--- src/sv/tbq_pkg.sv ---
package tbq_pkg;

    localparam int SAMPLE_W = 8;
    localparam int ACCUM_W  = 11;
    localparam int LEVEL_W  = 8;
    localparam int HIGH_W   = 9;
    localparam int NUM_W    = 7;
    localparam int TICKS_W  = 16;
    localparam int INIT_W   = 8;
    localparam int CFG_ADDR_W = 2;
    localparam int CFG_DATA_W = 16;
    localparam int FILTER_SHIFT = 3;
    localparam int WINDOW_SHIFT = 7;

    localparam logic [CFG_ADDR_W-1:0] REG_WINDOW_NUMERATOR = 2'd0;
    localparam logic [CFG_ADDR_W-1:0] REG_RESAMPLE_TICKS   = 2'd1;
    localparam logic [CFG_ADDR_W-1:0] REG_WARMUP_LEN       = 2'd2;

    localparam logic [NUM_W-1:0]   RESET_WINDOW_NUMERATOR = 7'd25;
    localparam logic [TICKS_W-1:0] RESET_RESAMPLE_TICKS   = 16'd1600;
    localparam logic [INIT_W-1:0]  RESET_WARMUP_LEN       = 8'd10;

    typedef struct packed {
        logic [ACCUM_W-1:0] accum;
        logic [LEVEL_W-1:0] baseline;
        logic [LEVEL_W-1:0] bound_low;
        logic [HIGH_W-1:0]  bound_high;
        logic [TICKS_W-1:0] quiet_count;
        logic               held;
        logic               reported;
        logic [INIT_W-1:0]  warmup_left;
    } tbq_state_t;

    typedef struct packed {
        logic [LEVEL_W-1:0] filtered_level;
        logic               is_pressed;
        logic               press_event;
        logic               ready_res;
        logic [LEVEL_W-1:0] window_low;
        logic [HIGH_W-1:0]  window_high;
    } tbq_result_t;

    typedef struct packed {
        logic [HIGH_W-1:0]  high;
        logic [LEVEL_W-1:0] low;
    } tbq_window_t;

    function automatic tbq_window_t tbq_window(input logic [LEVEL_W-1:0] base,
                                               input logic [NUM_W-1:0] num);
        logic [LEVEL_W+NUM_W-1:0] prod;
        logic [LEVEL_W-1:0]       half;
        tbq_window_t              win;
        prod = base * num;
        half = prod[LEVEL_W+NUM_W-1:WINDOW_SHIFT];
        win.high = {1'b0, base} + {1'b0, half};
        win.low  = (base > half) ? (base - half) : '0;
        return win;
    endfunction

endpackage

--- src/sv/tbq_update.sv ---
module tbq_update
    import tbq_pkg::*;
(
    input  tbq_state_t          state,
    input  logic [SAMPLE_W-1:0] sample,
    input  logic [NUM_W-1:0]    window_numerator,
    input  logic [TICKS_W-1:0]  resample_ticks,
    output tbq_state_t          state_next,
    output tbq_result_t         result
);

    logic [ACCUM_W-1:0] accum_new;
    logic [LEVEL_W-1:0] level;
    logic [INIT_W-1:0]  warmup_dec;
    logic [TICKS_W-1:0] quiet_inc;
    tbq_window_t        level_win;
    tbq_window_t        warm_win;
    logic               event_hit;

    always_comb begin
        accum_new  = state.accum - {{FILTER_SHIFT{1'b0}}, state.accum[ACCUM_W-1:FILTER_SHIFT]}
                     + {{(ACCUM_W-SAMPLE_W){1'b0}}, sample};
        level      = accum_new[ACCUM_W-1:FILTER_SHIFT];
        warmup_dec = state.warmup_left - 1'b1;
        quiet_inc  = state.quiet_count + 1'b1;
        level_win  = tbq_window(level, window_numerator);
        warm_win   = level_win;
        event_hit  = 1'b0;

        state_next       = state;
        state_next.accum = accum_new;

        if (state.warmup_left != '0) begin
            state_next.baseline    = level;
            state_next.warmup_left = warmup_dec;
            if (warmup_dec == '0) begin
                state_next.bound_low  = warm_win.low;
                state_next.bound_high = warm_win.high;
            end
        end else begin
            if (level < state.bound_low) begin
                state_next.held        = 1'b1;
                state_next.baseline    = level;
                state_next.bound_low   = level_win.low;
                state_next.bound_high  = level_win.high;
                state_next.quiet_count = '0;
            end else if ({1'b0, level} > state.bound_high) begin
                state_next.held        = 1'b0;
                state_next.reported    = 1'b0;
                state_next.baseline    = level;
                state_next.bound_low   = level_win.low;
                state_next.bound_high  = level_win.high;
                state_next.quiet_count = '0;
            end else begin
                state_next.quiet_count = quiet_inc;
                if (quiet_inc >= resample_ticks) begin
                    state_next.baseline    = level;
                    state_next.bound_low   = level_win.low;
                    state_next.bound_high  = level_win.high;
                    state_next.quiet_count = '0;
                end
            end
            if (state_next.held && !state_next.reported) begin
                state_next.reported = 1'b1;
                event_hit           = 1'b1;
            end
        end

        result.filtered_level = level;
        result.is_pressed     = state_next.held;
        result.press_event    = event_hit;
        result.ready_res      = (state.warmup_left == '0);
        result.window_low     = state_next.bound_low;
        result.window_high    = state_next.bound_high;
    end

endmodule

--- src/sv/touch_button_qualifier_core.sv ---
// A request taken on the s_ channel is registered in sample_reg, then its result in
// result_reg on the m_ channel, where it holds until m_ready takes it. Throughput: one
// request per cycle while m_ready does not stall the output; the whole state update is
// one pass through the filter, window compare and 8x7 window multiply between two registers.
// Reset (aresetn low, synchronous): clears the filter and window state, loads
// the register defaults and restarts the warmup at the default sample count.
module touch_button_qualifier_core
    import tbq_pkg::*;
(
    input  logic                  aclk,
    input  logic                  aresetn,
    input  logic                  cfg_we,
    input  logic [CFG_ADDR_W-1:0] cfg_addr,
    input  logic [CFG_DATA_W-1:0] cfg_wdata,
    input  logic                  s_valid,
    output logic                  s_ready,
    input  logic [SAMPLE_W-1:0]   s_raw_sample,
    output logic                  m_valid,
    input  logic                  m_ready,
    output logic [LEVEL_W-1:0]    m_filtered_level,
    output logic                  m_is_pressed,
    output logic                  m_press_event,
    output logic                  m_ready_res,
    output logic [LEVEL_W-1:0]    m_window_low,
    output logic [HIGH_W-1:0]     m_window_high
);

    logic [NUM_W-1:0]    numerator_reg;
    logic [TICKS_W-1:0]  resample_reg;
    tbq_state_t          state_reg;
    tbq_state_t          state_next;
    tbq_state_t          upd_state;
    tbq_result_t         upd_result;
    tbq_result_t         result_reg;
    tbq_window_t         cfg_win;
    logic                in_valid_reg;
    logic [SAMPLE_W-1:0] sample_reg;
    logic                m_valid_reg;
    logic                advance;
    logic                fire;

    assign advance = !m_valid_reg || m_ready;
    assign fire    = in_valid_reg && advance;
    assign s_ready = !in_valid_reg || advance;

    tbq_update u_update (
        .state            (state_reg),
        .sample           (sample_reg),
        .window_numerator (numerator_reg),
        .resample_ticks   (resample_reg),
        .state_next       (upd_state),
        .result           (upd_result)
    );

    always_comb begin
        cfg_win    = tbq_window(state_reg.baseline, numerator_reg);
        state_next = state_reg;
        if (fire) begin
            state_next = upd_state;
        end
        if (cfg_we && cfg_addr == REG_WARMUP_LEN && state_reg.warmup_left != '0) begin
            state_next.warmup_left = cfg_wdata[INIT_W-1:0];
            if (cfg_wdata[INIT_W-1:0] == '0) begin
                state_next.bound_low  = cfg_win.low;
                state_next.bound_high = cfg_win.high;
            end
        end
    end

    always_ff @(posedge aclk) begin
        if (!aresetn) begin
            numerator_reg <= RESET_WINDOW_NUMERATOR;
            resample_reg  <= RESET_RESAMPLE_TICKS;
            state_reg     <= '{warmup_left: RESET_WARMUP_LEN, default: '0};
            in_valid_reg  <= 1'b0;
            m_valid_reg   <= 1'b0;
        end else begin
            if (cfg_we) begin
                unique case (cfg_addr)
                    REG_WINDOW_NUMERATOR: numerator_reg <= cfg_wdata[NUM_W-1:0];
                    REG_RESAMPLE_TICKS:   resample_reg  <= cfg_wdata[TICKS_W-1:0];
                    default: ;
                endcase
            end
            state_reg <= state_next;
            if (s_ready) begin
                in_valid_reg <= s_valid;
            end
            if (advance) begin
                m_valid_reg <= in_valid_reg;
            end
        end
    end

    always_ff @(posedge aclk) begin
        if (s_valid && s_ready) begin
            sample_reg <= s_raw_sample;
        end
        if (fire) begin
            result_reg <= upd_result;
        end
    end

    assign m_valid          = m_valid_reg;
    assign m_filtered_level = result_reg.filtered_level;
    assign m_is_pressed     = result_reg.is_pressed;
    assign m_press_event    = result_reg.press_event;
    assign m_ready_res      = result_reg.ready_res;
    assign m_window_low     = result_reg.window_low;
    assign m_window_high    = result_reg.window_high;

    a_fire_delivers: assert property (@(posedge aclk) disable iff (!aresetn)
        fire |=> m_valid)
        else $error("computed request did not reach the result register");

    a_event_needs_press: assert property (@(posedge aclk) disable iff (!aresetn)
        m_valid |-> (!m_press_event || (m_is_pressed && m_ready_res)))
        else $error("press event without a held, ready result");

    a_warmup_idle: assert property (@(posedge aclk) disable iff (!aresetn)
        state_reg.warmup_left != '0 |-> (!state_reg.held && !state_reg.reported))
        else $error("button state changed during warmup");

    a_window_brackets: assert property (@(posedge aclk) disable iff (!aresetn)
        state_reg.warmup_left == '0 |->
            (state_reg.bound_low <= state_reg.baseline &&
             {1'b0, state_reg.baseline} <= state_reg.bound_high))
        else $error("window does not enclose the baseline");

endmodule

--- config.mk ---
export PLATFORM = sky130hd
export DESIGN_NAME = touch_button_qualifier_core
export DESIGN_NICKNAME = d
export VERILOG_FILES = /design/src/sv/tbq_pkg.sv /design/src/sv/tbq_update.sv /design/src/sv/touch_button_qualifier_core.sv
export SDC_FILE = /design/constraint.sdc
export NUM_CORES = 1
export LEC_CHECK = 0
export BUFFER_PORTS_ARGS = -buffer_cell sky130_fd_sc_hd__buf_2
export CORE_ASPECT_RATIO = 1.1
export CORE_UTILIZATION = 68
export DETAILED_ROUTE_END_ITERATION = 16
export PLACE_DENSITY = 0.83
export SYNTH_ARGS = -nofsm -noshare
export SYNTH_HDL_FRONTEND = slang
export SYNTH_SLANG_ARGS = --single-unit
--- constraint.sdc ---
create_clock -name aclk -period 17.45 [get_ports aclk]
set_input_delay 3.49 -clock aclk [delete_from_list [all_inputs] [get_ports aclk]]
set_output_delay 3.49 -clock aclk [all_outputs]
set_load 0.02 [all_outputs]
## Yosys cells after proc, flatten, opt, wreduce, memory -nomap -nowiden

Cells that the tools add are included.
Widths: inputs -> output; s select.

- Order comparisons: 5
- Bitwise logic cells: 1
- Equality and inequality tests: 2
- $add $sub $neg: 8
- Reductions and logical operators: 23
- Multiplexer cells: 19
- Multiply operators: 2

Operators by type and width:

| kind | number |
|---|---|
| $mux 42 | 2 |
| $mux 41 | 2 |
| $mux 17 | 3 |
| $mux 43 | 1 |
| $mux 8 | 4 |
| $mul 8x7->15 | 2 |
| $mux 25 | 1 |
| $logic_not 8->1 | 3 |
| $add 8x8->9 | 2 |
| $mux 18 | 1 |
| $add 16x1->16 const B | 1 |
| $ge 16x16->1 | 1 |
| $gt 8x8->1 | 2 |
| $sub 8x8->8 | 2 |
| $add 11x8->11 | 1 |
| $sub 11x8->11 | 1 |
| $reduce_and 2->1 | 5 |
| $gt 8x9->1 | 1 |
| $lt 8x8->1 | 1 |
| $reduce_bool 8->1 | 1 |
| $sub 8x1->8 const B | 1 |
| $logic_and 1x1->1 | 5 |
| $mux 1 | 4 |
| $reduce_bool 2->1 | 2 |
| 8 further kinds | 11 |

- Bits of input ports: 31
- Output and inout port bits: 30
- Register bits after elaboration: 123
- Logic and storage cells: 79

## Longest topological paths before layout

- Word-level depth: 15
- Depth in mapped cells: 36
- Gate-level depth less buffers: 36

## By module

From an unflattened synthesis, not the netlist that was laid out.

- Cells, all modules: 1390
- Area total of the unflattened synthesis: 11861.4 µm²

By module, submodules not included:

| module | seq. area each (µm²) | times used | area an instance (µm²) | cells an instance |
|---|---|---|---|---|
| touch_button_qualifier_core | 2822.7 | 1 | 6754.0 | 733 |
| tbq_update | 0.0 | 1 | 5107.4 | 657 |

## Least setup slack after synthesis

Ideal clock, no wire load.

- Path type: register to register
- Start: reg state_reg[52] (netlist bit)
- End: reg result_reg, in the netlist m_window_low[7] (data pin)
- Required time: 17.190 ns
- Slack: 9.121 ns
- Clock period less this slack: 8.329 ns
- Cell stages (with the launch flop): 35
- Buffers on the path: 1
- Library setup time: 0.260 ns
- Data arrival time: 8.069 ns
- Cell sequence: dfxtp_1 > inv_1 > fa_1 > inv_1 > ha_1 > a211oi_1 > o21bai_1 > a2111oi_0 > nor2_1 > xnor2_1 > and2_1 > fa_1 > inv_1 > fa_1 > inv_1 > fa_1 > inv_1 > fa_1 > inv_1 > ha_1 > o21a_1 > a21oi_1 > a21oi_1 > o41a_1 > a21oi_1 > o21ba_2 > xnor2_1 > ha_1 > clkbuf_1 > nor4_1 > nand2_1 > o21a_1 > a31oi_1 > nor2_1 > mux2_2

RTL lines:

| element | RTL line | source |
|---|---|---|
| from (decl) | touch_button_qualifier_core.sv:30 | `tbq_state_t state_reg;` |
| from (signal assigned) | touch_button_qualifier_core.sv:85 | `state_reg <= state_next;` |
| to (signal assigned) | touch_button_qualifier_core.sv:100 | `result_reg <= upd_result;` |
| to (decl) | touch_button_qualifier_core.sv:34 | `tbq_result_t result_reg;` |

==> impl_metrics.csv <==
group,metric,value,unit
sta,setup_viol,0,
sta,tns,0,ps
floorplanning,core,15800,sq um
place,dp_hpwl,19.41,mm
clock_network,clock-root-buffer,"clkbuf_16",
synthesis,synth_top_cell_by_area,"dfxtp_1",
sta,slew_headroom,22.75,%
global_routing,grt_max_degree,47,
finish,largest_reg_flops,62,
critical_path,crit_top_cell,"inv_1",
critical_path,worst_ep_arrival_time,9240,ps
critical_path,max_stage_delay,630,ps
synthesis,yosysWarnings,0,
synthesis,synth_nets,1513,
synthesis,synth_ff_type,"dfxtp_1",
floorplanning,dieWidth,123.7,microns
synthesis,yosys.area_share.simple,16.95,%
synthesis,synth_compound_gate_area_share,14.02,%
critical_path,path_class,"flop to flop",
route,ant_nets,0,
synthesis,async_flop_share,0,%
place,place_area,11550,sq um
synthesis,synth.distinct_cells,70,
route,wl_per_cell,17.41,microns
route,drc,0,
clock_network,clockBufferDepth,2,
synthesis,synth_commonest_cells,"163 x inv_1, 157 x nand2_1, 139 x ha_1, 87 x dfxtp_1, 80 x nor2_1",
global_routing,overflow,0,
synthesis,synthTopCellsByArea,"dfxtp_1 16%, ha_1 16%, fa_1 12%, edfxtp_1 9.8%, inv_1 5.5%",
floorplanning,start_util,70.17,%
sta,rsz0062_at_grt,"no",
clock_network,h-tree-depth,4,
route,drt-total-wl,26.71,mm
floorplanning,pin_count,61,
critical_path,crit_buf_inv,7,
place,gp_congestion,0.9007,
clock_network,cts_resized,0,
global_routing,antenna_found_initial,1,
finish,stdcell_area,12130,sq um
route,vias,9256,
critical_path,crit_slowest_cell,"a2111oi_0",
critical_path,cpLargestDelayFamily,"adder cells",
synthesis,synth_edf_count,36,
critical_path,required,17630,ps
job,drv_cap,0,
clock_network,cts_buffers,17,
sta,tightest_slew,1159,ps
finish,fillers,1134,
sta,report.final.slew_viol_count,0,
synthesis,synth_top_area_share,15.71,%
floorplanning,num_rows,48,
floorplanning,die_h,135.9,microns
finish,layout-drive-gt1-share,9.595,%
critical_path,crit_path_start_kind,"flop",
global_routing,track_usage,33.28,%
clock_network,cts_tree,"done",
clock_network,clock_latency,430,ps
sta,holdWs,452.3,ps
finish,num_antenna_cells,0,
global_routing,grt_first_pass_wirelength,43.17,mm
sta,fmax,110.4,MHz
synthesis,yosysSeqAreaShare,25.47,%
synthesis,synth_xor_area_share,5.769,%
clock_network,postCtsHoldBufs,0,
status,status,"complete, no violations",
synthesis,synth-seq-cells,123,
route,first_pass_iters,6,
synthesis,post-synth-top-count-cell,"inv_1",
synthesis,avgSynthCellArea,8.693,sq um
finish,nNetsFinal,1559,
route,drtIter0Drc,722,
synthesis,synthCells,1275,
critical_path,endpoint_kind,"flop",
route,viasPerCell,6.034,
worst_hold_path,hold_class,"flop to flop",
sta,hold_violations,0,
synthesis,synth_top_family_by_area,"adder cells",
synthesis,syn_area,11080,sq um
critical_path,cp_max_fo,14,
sta,clock_skew,5.114,ps
sta,fin_crit_sh,51.91,%
synthesis,synth_mux_area_share,2.303,%
global_routing,grt_pass1_vias,8922,
synthesis,synth_fa_ha_area_share,27.97,%
place,io_buffers,60,
floorplanning,die_area,16810,sq um
clock_network,postCtsSetupBuffers,0,
clock_network,path_clk_slew,60,ps
critical_path,r2r_setup_slack,8390,ps
sta,layout_min_cycle_time,9058,ps
finish,areaGrowthSynthToFinish,9.427,%
clock_network,cts_sinks,123,
metal layers:
metal,track usage [%],wire [microns]
met2,55.49,12700
met4,15.06,954
met5,0,13
met1,41.55,11200
met3,6.040,1844
kinds of logic (layout without fill, tap and decap cells):
logic type	count (synthesis)	count (layout)
buf+inv	214	273
compound gates	236	236
flops	123	123
xor+xnor	73	73
fa+ha+maj	207	207
mux	25	25
simple gates	397	397
cells in the final DEF (no fill, tap or decap), types with 5 or more instances in the layout:
cell type and n:
nor2b_1 6, o211ai_1 7, ha_1 139, o21bai_1 12
a21oi_1 78, nor2_1 80, inv_1 163, clkbuf_16 19
nor3_1 18, buf_4 16, a21o_1 12, nor4_1 6
nand2_1 157, xnor2_1 45, buf_2 60, fa_1 68
dfxtp_1 87, o21ai_0 43, xor2_1 28, o21a_1 10
nand3b_1 6, clkbuf_1 5, and3_1 12, and2_1 59
o31ai_1 6, mux2i_1 21, edfxtp_1 36, or2_2 6
a211oi_1 10, nand3_1 25
path summary, 6_finish.rpt:
kind	startpoint	endpoint	depth (start not counted)
setup / recovery	state_reg[52]	m_window_low[7]	34
hold / removal	state_reg[8]	state_reg[8]	2
setup reg to reg	state_reg[52]	m_window_low[7]	34
hold reg to reg	state_reg[8]	state_reg[8]	2
metrics by stage:
stage	std cells	utilization (%)	setup WS, ps
2_1_floorplan	1275	-	9121
3_3_place_gp	1502	73.12	8659
3_5_place_dp	1502	73.12	8510
4_1_cts	1534	76.78	8447
5_1_grt	1534	76.78	7841
6_report	1534	76.78	8392
worst register-to-register path, delay by kind of cell, from the launching register on:
family | cells | cell delay [ps]
adders and majority gates | 8 | 3550
AOI/OAI and AO/OA | 11 | 3000
and+or+nand+nor | 5 | 910
buffers and inverters | 7 | 540
DFF | 1 | 330
muxes | 1 | 290
xor gates and xnor gates | 2 | 220
final cells by class:
cell class	count	area, sq um	area share, %
clock inverters	6	56.30	0.4643
multi-input cells	938	7437	61.32
clock buffers	26	521.8	4.302
inverters	165	619.3	5.107
flip-flops and latches	123	2823	23.27
well taps	200	250.2	2.063
repair buffers	76	420.4	3.466
Power is not shown: default switching activity piles up to over one toggle a cycle in this logic, so the estimate is an artifact.
